==> src/rtl/core/mtt_pkg.sv <==
// Package for the timer table block: field widths, codes, command and slot types.
// Used by every module under rtl/core but mtt_ram; depends on nothing else.
package mtt_pkg;

    localparam int SLOTS_DEFAULT = 16;
    localparam int QUEUE_DEPTH   = 2;

    localparam int ACTION_W   = 2;
    localparam int OWNER_W    = 8;
    localparam int ID_W       = 16;
    localparam int INTERVAL_W = 16;
    localparam int STATUS_W   = 3;
    localparam int SLOT_W     = 1 + OWNER_W + ID_W + INTERVAL_W + INTERVAL_W;

    localparam int S_TDATA_W  = 48;
    localparam int M_TDATA_W  = 32;
    localparam int M_PAD_W    = M_TDATA_W - (STATUS_W + OWNER_W + ID_W);

    localparam logic [ACTION_W-1:0] ACTION_TICK   = 2'd0;
    localparam logic [ACTION_W-1:0] ACTION_ADD    = 2'd1;
    localparam logic [ACTION_W-1:0] ACTION_REMOVE = 2'd2;

    localparam logic [STATUS_W-1:0] ST_OK        = 3'd0;
    localparam logic [STATUS_W-1:0] ST_ZERO      = 3'd1;
    localparam logic [STATUS_W-1:0] ST_DUP       = 3'd2;
    localparam logic [STATUS_W-1:0] ST_NOT_FOUND = 3'd3;
    localparam logic [STATUS_W-1:0] ST_FULL      = 3'd4;

    localparam logic KIND_STATUS = 1'b0;
    localparam logic KIND_NOTIFY = 1'b1;

    typedef enum logic [1:0] {
        OP_TICK,
        OP_ADD,
        OP_REMOVE
    } op_t;

    typedef enum logic [1:0] {
        BK_IDLE,
        BK_SCAN,
        BK_DONE
    } back_state_t;

    typedef struct packed {
        op_t                   op;
        logic [OWNER_W-1:0]    owner;
        logic [ID_W-1:0]       id;
        logic [INTERVAL_W-1:0] interval;
        logic                  once;
    } cmd_t;

    typedef struct packed {
        logic                  once;
        logic [OWNER_W-1:0]    owner;
        logic [ID_W-1:0]       id;
        logic [INTERVAL_W-1:0] interval;
        logic [INTERVAL_W-1:0] remaining;
    } slot_word_t;

    typedef struct packed {
        logic                kind;
        logic [STATUS_W-1:0] status;
        logic [OWNER_W-1:0]  owner;
        logic [ID_W-1:0]     id;
        logic                last;
    } result_t;

endpackage

==> src/rtl/core/mtt_ram.sv <==
// Generic single-write, single-read RAM with a registered read port.
// Depends on nothing.
module mtt_ram #(
    parameter int WIDTH = 8,
    parameter int DEPTH = 16,
    localparam int AW   = (DEPTH > 1) ? $clog2(DEPTH) : 1
) (
    input  logic             clk,
    input  logic             we,
    input  logic [AW-1:0]    waddr,
    input  logic [WIDTH-1:0] wdata,
    input  logic [AW-1:0]    raddr,
    output logic [WIDTH-1:0] rdata
);

    logic [WIDTH-1:0] mem [DEPTH];
    logic [WIDTH-1:0] rdata_reg;

    always_ff @(posedge clk) begin
        if (we) begin
            mem[waddr] <= wdata;
        end
        rdata_reg <= mem[raddr];
    end

    assign rdata = rdata_reg;

endmodule

==> src/rtl/core/mtt_front.sv <==
// Front end of the timer table: takes input transfers, decodes the action
// and forwards tick, add and remove commands to the queue. Uses mtt_pkg.
module mtt_front
    import mtt_pkg::*;
(
    input  logic                 s_axis_tvalid,
    output logic                 s_axis_tready,
    input  logic [S_TDATA_W-1:0] s_axis_tdata,
    input  logic [ACTION_W-1:0]  s_axis_tuser,
    input  logic                 q_full,
    output logic                 q_push,
    output cmd_t                 q_cmd
);

    logic keep;
    op_t  op;

    always_comb begin
        keep = 1'b1;
        op   = OP_TICK;
        unique case (s_axis_tuser)
            ACTION_TICK:   op = OP_TICK;
            ACTION_ADD:    op = OP_ADD;
            ACTION_REMOVE: op = OP_REMOVE;
            default:       keep = 1'b0;
        endcase
    end

    assign s_axis_tready  = !q_full;
    assign q_push         = s_axis_tvalid && !q_full && keep;
    assign q_cmd.op       = op;
    assign q_cmd.owner    = s_axis_tdata[7:0];
    assign q_cmd.id       = s_axis_tdata[23:8];
    assign q_cmd.interval = s_axis_tdata[39:24];
    assign q_cmd.once     = s_axis_tdata[40];

endmodule

==> src/rtl/core/mtt_queue.sv <==
// Short command queue between the front end and the slot scanner.
// Uses mtt_pkg for the command type and depth.
module mtt_queue
    import mtt_pkg::*;
(
    input  logic clk,
    input  logic rst_n,
    input  logic push,
    input  cmd_t push_cmd,
    output logic full,
    input  logic pop,
    output logic valid,
    output cmd_t head
);

    localparam int PTR_W = (QUEUE_DEPTH > 1) ? $clog2(QUEUE_DEPTH) : 1;
    localparam int CNT_W = $clog2(QUEUE_DEPTH + 1);

    cmd_t             mem_reg [QUEUE_DEPTH];
    logic [PTR_W-1:0] wr_ptr_reg, wr_ptr_next;
    logic [PTR_W-1:0] rd_ptr_reg, rd_ptr_next;
    logic [CNT_W-1:0] count_reg, count_next;
    logic             do_push, do_pop;

    assign full    = (count_reg == CNT_W'(QUEUE_DEPTH));
    assign valid   = (count_reg != '0);
    assign head    = mem_reg[rd_ptr_reg];
    assign do_push = push && !full;
    assign do_pop  = pop && valid;

    always_comb begin
        wr_ptr_next = wr_ptr_reg;
        rd_ptr_next = rd_ptr_reg;
        count_next  = count_reg;
        if (do_push) begin
            wr_ptr_next = (wr_ptr_reg == PTR_W'(QUEUE_DEPTH - 1)) ? '0 : wr_ptr_reg + PTR_W'(1);
        end
        if (do_pop) begin
            rd_ptr_next = (rd_ptr_reg == PTR_W'(QUEUE_DEPTH - 1)) ? '0 : rd_ptr_reg + PTR_W'(1);
        end
        if (do_push && !do_pop) begin
            count_next = count_reg + CNT_W'(1);
        end else if (do_pop && !do_push) begin
            count_next = count_reg - CNT_W'(1);
        end
    end

    always_ff @(posedge clk) begin
        if (!rst_n) begin
            wr_ptr_reg <= '0;
            rd_ptr_reg <= '0;
            count_reg  <= '0;
        end else begin
            wr_ptr_reg <= wr_ptr_next;
            rd_ptr_reg <= rd_ptr_next;
            count_reg  <= count_next;
        end
    end

    always_ff @(posedge clk) begin
        if (do_push) begin
            mem_reg[wr_ptr_reg] <= push_cmd;
        end
    end

endmodule

==> src/rtl/core/mtt_back.sv <==
// Back end of the timer table: scans the slot RAM one slot per cycle (barring output
// stalls) for each command and drives the result register. Uses mtt_pkg and mtt_ram.
module mtt_back
    import mtt_pkg::*;
#(
    parameter int SLOTS = SLOTS_DEFAULT
) (
    input  logic    clk,
    input  logic    rst_n,
    input  logic    q_valid,
    input  cmd_t    q_cmd,
    output logic    q_pop,
    output logic    out_valid,
    input  logic    out_ready,
    output result_t out_res
);

    localparam int IDX_W = (SLOTS > 1) ? $clog2(SLOTS) : 1;
    localparam int CNT_W = $clog2(SLOTS + 1);

    back_state_t       state_reg, state_next;
    cmd_t              cmd_reg, cmd_next;
    logic [CNT_W-1:0]  cnt_reg, cnt_next;
    logic              ev_vld_reg, ev_vld_next;
    logic [IDX_W-1:0]  ev_idx_reg, ev_idx_next;
    logic [SLOTS-1:0]  valid_reg, valid_next;
    logic              dup_reg, dup_next;
    logic              free_vld_reg, free_vld_next;
    logic [IDX_W-1:0]  free_idx_reg, free_idx_next;
    logic              found_reg, found_next;
    logic              pend_vld_reg, pend_vld_next;
    logic [OWNER_W-1:0] pend_owner_reg, pend_owner_next;
    logic [ID_W-1:0]   pend_id_reg, pend_id_next;
    logic              out_vld_reg, out_vld_next;
    result_t           out_res_reg, out_res_next;

    logic              ram_we;
    logic [IDX_W-1:0]  ram_waddr;
    slot_word_t        ram_wdata;
    logic [IDX_W-1:0]  ram_raddr;
    logic [SLOT_W-1:0] ram_rdata;
    slot_word_t        slot;

    logic              ev_live, key_hit, fire, out_free, ev_stall, adv, scan_end;
    logic              cnt_more, done_go;
    logic [STATUS_W-1:0] add_status;

    mtt_ram #(
        .WIDTH(SLOT_W),
        .DEPTH(SLOTS)
    ) u_slot_ram (
        .clk  (clk),
        .we   (ram_we),
        .waddr(ram_waddr),
        .wdata(ram_wdata),
        .raddr(ram_raddr),
        .rdata(ram_rdata)
    );

    assign slot     = ram_rdata;
    assign ev_live  = ev_vld_reg && valid_reg[ev_idx_reg];
    assign key_hit  = ev_live && (slot.owner == cmd_reg.owner) && (slot.id == cmd_reg.id);
    assign fire     = ev_live && (cmd_reg.op == OP_TICK) && (slot.remaining <= 16'd1);
    assign out_free = !out_vld_reg || out_ready;
    assign ev_stall = fire && pend_vld_reg && !out_free;
    assign adv      = !ev_vld_reg || !ev_stall;
    assign cnt_more = (cnt_reg < CNT_W'(SLOTS));
    assign scan_end = !cnt_more && !ev_vld_reg;
    assign done_go  = out_free || ((cmd_reg.op == OP_TICK) && !pend_vld_reg);

    always_comb begin
        if (cmd_reg.interval == '0) begin
            add_status = ST_ZERO;
        end else if (dup_reg) begin
            add_status = ST_DUP;
        end else if (!free_vld_reg) begin
            add_status = ST_FULL;
        end else begin
            add_status = ST_OK;
        end
    end

    always_comb begin
        state_next = state_reg;
        unique case (state_reg)
            BK_IDLE: begin
                if (q_valid) begin
                    state_next = BK_SCAN;
                end
            end
            BK_SCAN: begin
                if (scan_end) begin
                    state_next = BK_DONE;
                end
            end
            BK_DONE: begin
                if (done_go) begin
                    state_next = BK_IDLE;
                end
            end
            default: state_next = BK_IDLE;
        endcase
    end

    always_comb begin
        cmd_next        = cmd_reg;
        cnt_next        = cnt_reg;
        ev_vld_next     = ev_vld_reg;
        ev_idx_next     = ev_idx_reg;
        valid_next      = valid_reg;
        dup_next        = dup_reg;
        free_vld_next   = free_vld_reg;
        free_idx_next   = free_idx_reg;
        found_next      = found_reg;
        pend_vld_next   = pend_vld_reg;
        pend_owner_next = pend_owner_reg;
        pend_id_next    = pend_id_reg;
        out_vld_next    = out_vld_reg && !out_ready;
        out_res_next    = out_res_reg;
        q_pop           = 1'b0;
        ram_we          = 1'b0;
        ram_waddr       = ev_idx_reg;
        ram_wdata       = slot;
        ram_raddr       = ev_idx_reg;

        unique case (state_reg)
            BK_IDLE: begin
                if (q_valid) begin
                    q_pop         = 1'b1;
                    cmd_next      = q_cmd;
                    cnt_next      = '0;
                    ev_vld_next   = 1'b0;
                    dup_next      = 1'b0;
                    free_vld_next = 1'b0;
                    found_next    = 1'b0;
                    pend_vld_next = 1'b0;
                end
            end
            BK_SCAN: begin
                if (adv) begin
                    ram_raddr   = cnt_reg[IDX_W-1:0];
                    ev_vld_next = cnt_more;
                    ev_idx_next = cnt_reg[IDX_W-1:0];
                    if (cnt_more) begin
                        cnt_next = cnt_reg + CNT_W'(1);
                    end
                end
                if (ev_vld_reg && adv) begin
                    case (cmd_reg.op)
                        OP_TICK: begin
                            if (ev_live && !fire) begin
                                ram_we              = 1'b1;
                                ram_wdata.remaining = slot.remaining - 16'd1;
                            end else if (fire) begin
                                if (pend_vld_reg) begin
                                    out_vld_next        = 1'b1;
                                    out_res_next.kind   = KIND_NOTIFY;
                                    out_res_next.status = ST_OK;
                                    out_res_next.owner  = pend_owner_reg;
                                    out_res_next.id     = pend_id_reg;
                                    out_res_next.last   = 1'b0;
                                end
                                pend_vld_next   = 1'b1;
                                pend_owner_next = slot.owner;
                                pend_id_next    = slot.id;
                                if (slot.once) begin
                                    valid_next[ev_idx_reg] = 1'b0;
                                end else begin
                                    ram_we              = 1'b1;
                                    ram_wdata.remaining = slot.interval;
                                end
                            end
                        end
                        OP_ADD: begin
                            if (key_hit) begin
                                dup_next = 1'b1;
                            end
                            if (!valid_reg[ev_idx_reg] && !free_vld_reg) begin
                                free_vld_next = 1'b1;
                                free_idx_next = ev_idx_reg;
                            end
                        end
                        OP_REMOVE: begin
                            if (key_hit && !found_reg) begin
                                found_next             = 1'b1;
                                valid_next[ev_idx_reg] = 1'b0;
                            end
                        end
                        default: ;
                    endcase
                end
            end
            BK_DONE: begin
                if (done_go) begin
                    case (cmd_reg.op)
                        OP_TICK: begin
                            if (pend_vld_reg) begin
                                out_vld_next        = 1'b1;
                                out_res_next.kind   = KIND_NOTIFY;
                                out_res_next.status = ST_OK;
                                out_res_next.owner  = pend_owner_reg;
                                out_res_next.id     = pend_id_reg;
                                out_res_next.last   = 1'b1;
                            end
                        end
                        OP_ADD: begin
                            out_vld_next        = 1'b1;
                            out_res_next.kind   = KIND_STATUS;
                            out_res_next.status = add_status;
                            out_res_next.owner  = '0;
                            out_res_next.id     = '0;
                            out_res_next.last   = 1'b1;
                            if (add_status == ST_OK) begin
                                ram_we                   = 1'b1;
                                ram_waddr                = free_idx_reg;
                                ram_wdata.once           = cmd_reg.once;
                                ram_wdata.owner          = cmd_reg.owner;
                                ram_wdata.id             = cmd_reg.id;
                                ram_wdata.interval       = cmd_reg.interval;
                                ram_wdata.remaining      = cmd_reg.interval;
                                valid_next[free_idx_reg] = 1'b1;
                            end
                        end
                        OP_REMOVE: begin
                            out_vld_next        = 1'b1;
                            out_res_next.kind   = KIND_STATUS;
                            out_res_next.status = found_reg ? ST_OK : ST_NOT_FOUND;
                            out_res_next.owner  = '0;
                            out_res_next.id     = '0;
                            out_res_next.last   = 1'b1;
                        end
                        default: ;
                    endcase
                end
            end
            default: ;
        endcase
    end

    always_ff @(posedge clk) begin
        if (!rst_n) begin
            state_reg    <= BK_IDLE;
            ev_vld_reg   <= 1'b0;
            valid_reg    <= '0;
            pend_vld_reg <= 1'b0;
            out_vld_reg  <= 1'b0;
        end else begin
            state_reg    <= state_next;
            ev_vld_reg   <= ev_vld_next;
            valid_reg    <= valid_next;
            pend_vld_reg <= pend_vld_next;
            out_vld_reg  <= out_vld_next;
        end
    end

    always_ff @(posedge clk) begin
        cmd_reg        <= cmd_next;
        cnt_reg        <= cnt_next;
        ev_idx_reg     <= ev_idx_next;
        dup_reg        <= dup_next;
        free_vld_reg   <= free_vld_next;
        free_idx_reg   <= free_idx_next;
        found_reg      <= found_next;
        pend_owner_reg <= pend_owner_next;
        pend_id_reg    <= pend_id_next;
        out_res_reg    <= out_res_next;
    end

    assign out_valid = out_vld_reg;
    assign out_res   = out_res_reg;

endmodule

==> src/rtl/core/multi_timer_table_unit.sv <==
// Top level of the timer table: front end, command queue and slot scanner.
// Depends on mtt_pkg, mtt_front, mtt_queue, mtt_back and mtt_ram.
//
// The s_axis channel carries commands: tuser selects tick, add or remove, and
// tdata holds owner, timer id, interval and the one-shot flag. The m_axis
// channel carries results: tuser tells a status reply from an expiry
// notification, tdata holds status, owner and id, and tlast marks the final
// result of a command. A command with the unused action code is taken and
// dropped. Add and remove give one reply; a tick gives one notification per
// expired timer, in slot order, and nothing when no timer expires.
// The scanner handles one command at a time and reads one slot of the slot RAM
// per cycle while the receiver keeps up. A two-entry queue lets the input
// channel take up to two further commands meanwhile. While the receiver
// stalls, the scan holds at the next expiring slot and the queue fills.
// Reset frees all slots and empties the queue; the slot RAM needs no clearing.
module multi_timer_table_unit
    import mtt_pkg::*;
#(
    parameter int SLOTS = SLOTS_DEFAULT
) (
    input  logic                 aclk,
    input  logic                 aresetn,
    input  logic                 s_axis_tvalid,
    output logic                 s_axis_tready,
    // owner [7:0], timer_id [23:8], interval [39:24], once [40], zero [47:41]
    input  logic [S_TDATA_W-1:0] s_axis_tdata,
    // action [1:0]
    input  logic [ACTION_W-1:0]  s_axis_tuser,
    output logic                 m_axis_tvalid,
    input  logic                 m_axis_tready,
    // status [2:0], fired_owner [10:3], fired_id [26:11], zero [31:27]
    output logic [M_TDATA_W-1:0] m_axis_tdata,
    // kind [0]
    output logic                 m_axis_tuser,
    output logic                 m_axis_tlast
);

    logic    q_push, q_full, q_pop, q_valid;
    cmd_t    push_cmd, head_cmd;
    result_t res;

    mtt_front u_front (
        .s_axis_tvalid(s_axis_tvalid),
        .s_axis_tready(s_axis_tready),
        .s_axis_tdata (s_axis_tdata),
        .s_axis_tuser (s_axis_tuser),
        .q_full       (q_full),
        .q_push       (q_push),
        .q_cmd        (push_cmd)
    );

    mtt_queue u_queue (
        .clk     (aclk),
        .rst_n   (aresetn),
        .push    (q_push),
        .push_cmd(push_cmd),
        .full    (q_full),
        .pop     (q_pop),
        .valid   (q_valid),
        .head    (head_cmd)
    );

    mtt_back #(
        .SLOTS(SLOTS)
    ) u_back (
        .clk      (aclk),
        .rst_n    (aresetn),
        .q_valid  (q_valid),
        .q_cmd    (head_cmd),
        .q_pop    (q_pop),
        .out_valid(m_axis_tvalid),
        .out_ready(m_axis_tready),
        .out_res  (res)
    );

    assign m_axis_tdata = {{M_PAD_W{1'b0}}, res.id, res.owner, res.status};
    assign m_axis_tuser = res.kind;
    assign m_axis_tlast = res.last;

`ifndef SYNTH
    a_no_push_when_full: assert property (@(posedge aclk) disable iff (!aresetn)
        q_push |-> !q_full)
        else $error("command pushed into a full queue");

    a_reply_is_last: assert property (@(posedge aclk) disable iff (!aresetn)
        (m_axis_tvalid && m_axis_tuser == KIND_STATUS) |-> m_axis_tlast)
        else $error("status reply without tlast");

    a_notify_status_ok: assert property (@(posedge aclk) disable iff (!aresetn)
        (m_axis_tvalid && m_axis_tuser == KIND_NOTIFY) |-> (m_axis_tdata[2:0] == ST_OK))
        else $error("notification with a nonzero status");

    a_reply_no_key: assert property (@(posedge aclk) disable iff (!aresetn)
        (m_axis_tvalid && m_axis_tuser == KIND_STATUS) |-> (m_axis_tdata[26:3] == '0))
        else $error("status reply carries an owner or id");
`endif

endmodule
==> config.mk <==
export PLATFORM = sky130hd
export DESIGN_NAME = multi_timer_table_unit
export DESIGN_NICKNAME = d
export VERILOG_FILES = /design/src/rtl/core/mtt_pkg.sv /design/src/rtl/core/mtt_ram.sv /design/src/rtl/core/mtt_front.sv /design/src/rtl/core/mtt_queue.sv /design/src/rtl/core/mtt_back.sv /design/src/rtl/core/multi_timer_table_unit.sv
export SDC_FILE = /design/constraint.sdc
export NUM_CORES = 1
export LEC_CHECK = 0
export ABC_AREA = 1
export BUFFER_PORTS_ARGS = -buffer_cell sky130_fd_sc_hd__buf_2
export CAP_MARGIN = 15
export CELL_PAD_IN_SITES_DETAIL_PLACEMENT = 0
export CELL_PAD_IN_SITES_GLOBAL_PLACEMENT = 1
export CORE_UTILIZATION = 43
export DETAILED_ROUTE_END_ITERATION = 12
export PLACE_DENSITY_LB_ADDON = 0.1
export SLEW_MARGIN = 25
export SYNTH_ARGS = -nofsm -noshare
export SYNTH_HDL_FRONTEND = slang
export SYNTH_SLANG_ARGS = --single-unit
==> constraint.sdc <==
create_clock -name aclk -period 11.7 [get_ports aclk]
set_input_delay 1.755 -clock aclk [delete_from_list [all_inputs] [get_ports aclk]]
set_output_delay 1.755 -clock aclk [all_outputs]
set_load 0.02 [all_outputs]
==> results.py <==
metrics = {
    "setup_path": {
        "slowest_delay_ns": 0.77,
        "crit_arrival_ns": 6.41,
        "path_buf_inv": 5,
        "cpMostUsedCell": "nand2_1",
        "endpoint_kind": "register",
        "cpLargestDelayFamily": "simple AND/OR/NAND/NOR gates",
        "slowest_stage": "dfxtp_1",
        "path_class": "reg2reg",
        "path_max_fanout": 32,
        "required_ns": 12.06,
        "path_cells": "inv_2 -> nand2_1 -> nand2_1 -> nand2_1 -> nand2_1 -> nand2_1 -> nand2_1 -> inv_1 -> nand2_1 -> nand3_2 -> nor2_4 -> nand3_4 -> nand2_1 -> nor2_1 -> buf_4 -> nand2_1 -> o21ai_1 -> nand4_1 -> nor2_4 -> buf_4 -> buf_4",
        "start_kind": "register",
    },
    "power": {
        "power_frac_comb_pct": 35.3,
        "p_leak_nw": 24.5,
        "p_int_mw": 9.53,
        "switching_share_pct": 39.3,
        "ir_worst_vdd_mv": 0.379,
        "p_seq_share_pct": 38.2,
        "cellPowerDensity_mw_per_mm2": 269,
        "p_sw_mw": 6.16,
        "clock_power_share_pct": 26.5,
    },
    "global_routing": {
        "grt_antenna_before_repair": 0,
        "grtUsageTotal_pct": 23.9,
        "grt_max_degree": 178,
        "grt_pass1_vias": 32700,
        "grt-ovfl-total": 0,
        "grtUsageMet1_pct": 31.4,
        "grt.busiest_layer": "met2",
        "met2_usage_pct": 40.8,
        "grt_pass1_wl_mm": 214,
        "grt_use_met3_pct": 2.95,
    },
    "final_layout": {
        "fin_nets": 5163,
        "largest_reg_flops": 912,
        "final_cell_area_sq_mm": 0.0582,
        "drive_above_1_share_pct": 7.60,
        "area_delta_synth_final_pct": 12.4,
        "stdcell_count": 6809,
    },
    "cts": {
        "clk_pin_slew_ns": 0.05,
        "cts.path.max_buffers": 3,
        "post_cts_resized": 0,
        "cts_tree": "done",
        "clock_latency_ns": 0.76,
        "ctsHoldBuffers": 0,
        "post_cts_buffers": 0,
        "cts-root-buf": "clkbuf_16",
        "cts_made_buffers": 133,
        "clock_sinks": 1192,
        "h-tree-depth": 4,
    },
    "placed_design": {
        "dp.cells": 6562,
        "dpl.hpwl_mm": 73.5,
        "gp_congestion": 0.828,
        "placed_area_sq_mm": 0.0538,
        "io_buffers": 77,
    },
    "detailed_routing": {
        "routed_wl_mm": 145,
        "ant_nets": 0,
        "vias_per_cell": 5.06,
        "drt-pass1-iter-count": 8,
        "vias": 34500,
        "dr.first_iter.drc_count": 2444,
        "routedWlPerCell_microns": 21.3,
        "drc": 0,
    },
    "synthesis": {
        "synth_cell_types": 37,
        "synthDominantCellAreaShare_pct": 64.1,
        "syn_area_sq_mm": 0.0518,
        "yosysMostFrequentCell": "nand3_1",
        "synth_top_cell_by_area": "edfxtp_1",
        "ys_seq_area_share_pct": 67.4,
        "synthCells": 5077,
        "synth.area.top_cells": "edfxtp_1 64%, nand3_1 11%, nand2_1 8.0%",
        "async_flop_share_pct": 0,
        "synth_mux_area_share_pct": 0,
        "avgSynthCellArea_sq_um": 10.2,
        "yosys-top-cells-count": "1120 x nand3_1, 1108 x nand2_1, 1106 x edfxtp_1",
        "ys.warnings.count": 0,
        "synth_top_family_by_area": "simple AND/OR/NAND/NOR gates",
        "synth-adder-area-share_pct": 0.266,
        "ys_seq_elements": 1192,
        "synth_ff_type": "edfxtp_1",
        "synth_edf_count": 1106,
        "synth-simple-area-share_pct": 20.1,
        "synth_compound_area_share_pct": 1.79,
        "synth_xor_area_share_pct": 0.507,
    },
    "run_status": {
        "status": "finished clean",
    },
    "sta": {
        "drv_slew": 0,
        "finalCritPeriodShare_pct": 51.7,
        "finalCriticalPeriod_ns": 6.05,
        "finalHoldViolCount": 0,
        "max-slew-margin-rel_pct": 28.1,
        "fmax_mhz": 165,
        "setup_viol": 0,
        "tns_ns": 0,
        "finalClockSkew_ns": 0.0261,
        "grt_setup_unrepaired": "false",
        "worst_slew_pin_slew_ns": 1.08,
    },
    "die": {
        "rows": 126,
        "initial_core_util_pct": 43.7,
        "placeableCoreArea_sq_mm": 0.119,
        "die_h_microns": 349,
        "top_level_ports": 90,
        "die_area_sq_mm": 0.122,
        "die_w_microns": 349,
    },
    "job": {
        "cap_violations": 0,
    },
    "hold_path": {
        "hp-class": "reg2reg",
    },
}
-- cell type report --
class | instances | area [sq um]
fill | 10800 | 60500
timing repair buffer | 147 | 950
inverter | 1025 | 3850
multi-input combinational | 2599 | 12100
clock inverter | 48 | 561
sequential | 1192 | 34900
tap | 1600 | 2000
clock buffer | 197 | 3830
antenna | 1 | 2.50
-- worst min-delay path: cells and delay by family, from the launching register on --
kind            cells  cell delay (ns)
flops               1             0.32
buf+inv             1             0.05
compound gates      1             0.05
-- cells in the final DEF (no fill, tap or decap), drive strengths merged, types with 10 or more instances in the layout --
cell	netlist	routed
a21oi	52	52
xor2	12	12
nand4	10	10
nand2	1113	1113
o21ai	102	102
inv	1022	1029
nor3	15	15
dfxtp	86	86
ha	11	11
xnor2	18	18
buf	199	146
edfxtp	1106	1106
clkinv	3	37
clkbuf	66	198
nand3	1122	1122
nor2	110	110
-- cells by family (layout without fill, tap and decap cells) --
logic type | count (synthesis) | in the layout
simple gates | 2378 | 2378
buf+inv | 1290 | 1417
flops | 1192 | 1192
compound gates | 175 | 175
xor+xnor | 30 | 30
fa+ha+maj | 11 | 11
other cells | 1 | 6
-- through the flow --
| step | worst slack, ns | power (mW) | utilization [%] | hold slack, ns |
|---|---|---|---|---|
| floorplan | 5.70 | 9.59 | - | 0.403 |
| global placement | 5.19 | 11.6 | 45.3 | 0.448 |
| detailed placement | 5.15 | 11.6 | 45.3 | 0.450 |
| CTS | 5.54 | 15.8 | 49.0 | 0.459 |
| global route | 5.17 | 16.5 | 49.0 | 0.489 |
| finish | 5.65 | 15.7 | 49.0 | 0.458 |
-- per-layer routing --
| metal | up-vias | part of all wire, % |
|---|---|---|
| met3 | 220 | 4.4 |
| met1 | 16800 | 43 |
| met4 | 0 | 3.2 |
| met5 | - | 0 |
| met2 | 788 | 49 |
| li1 | 16700 | - |
-- final timing paths --
kind,start,slack [ns],cells after the start,end
max,u_back.ev_idx_reg[0],5.65,21,u_back.u_slot_ram.mem[13][44]
min,u_back.valid_reg[10],0.46,2,u_back.valid_reg[10]
max reg2reg,u_back.ev_idx_reg[0],5.65,21,u_back.u_slot_ram.mem[13][44]
min reg2reg,u_back.valid_reg[10],0.46,2,u_back.valid_reg[10]
-- power by group through the flow --
stage | combinational, mW | clock (mW) | sequential (mW)
floorplan | 3.60 | 0 | 5.98
global placement | 5.52 | 0 | 6.08
detailed placement | 5.56 | 0 | 6.08
CTS | 5.59 | 4.25 | 6.00
global route | 6.11 | 4.42 | 6.02
finish | 5.54 | 4.16 | 5.99
Power figures use the tool's default switching activity.
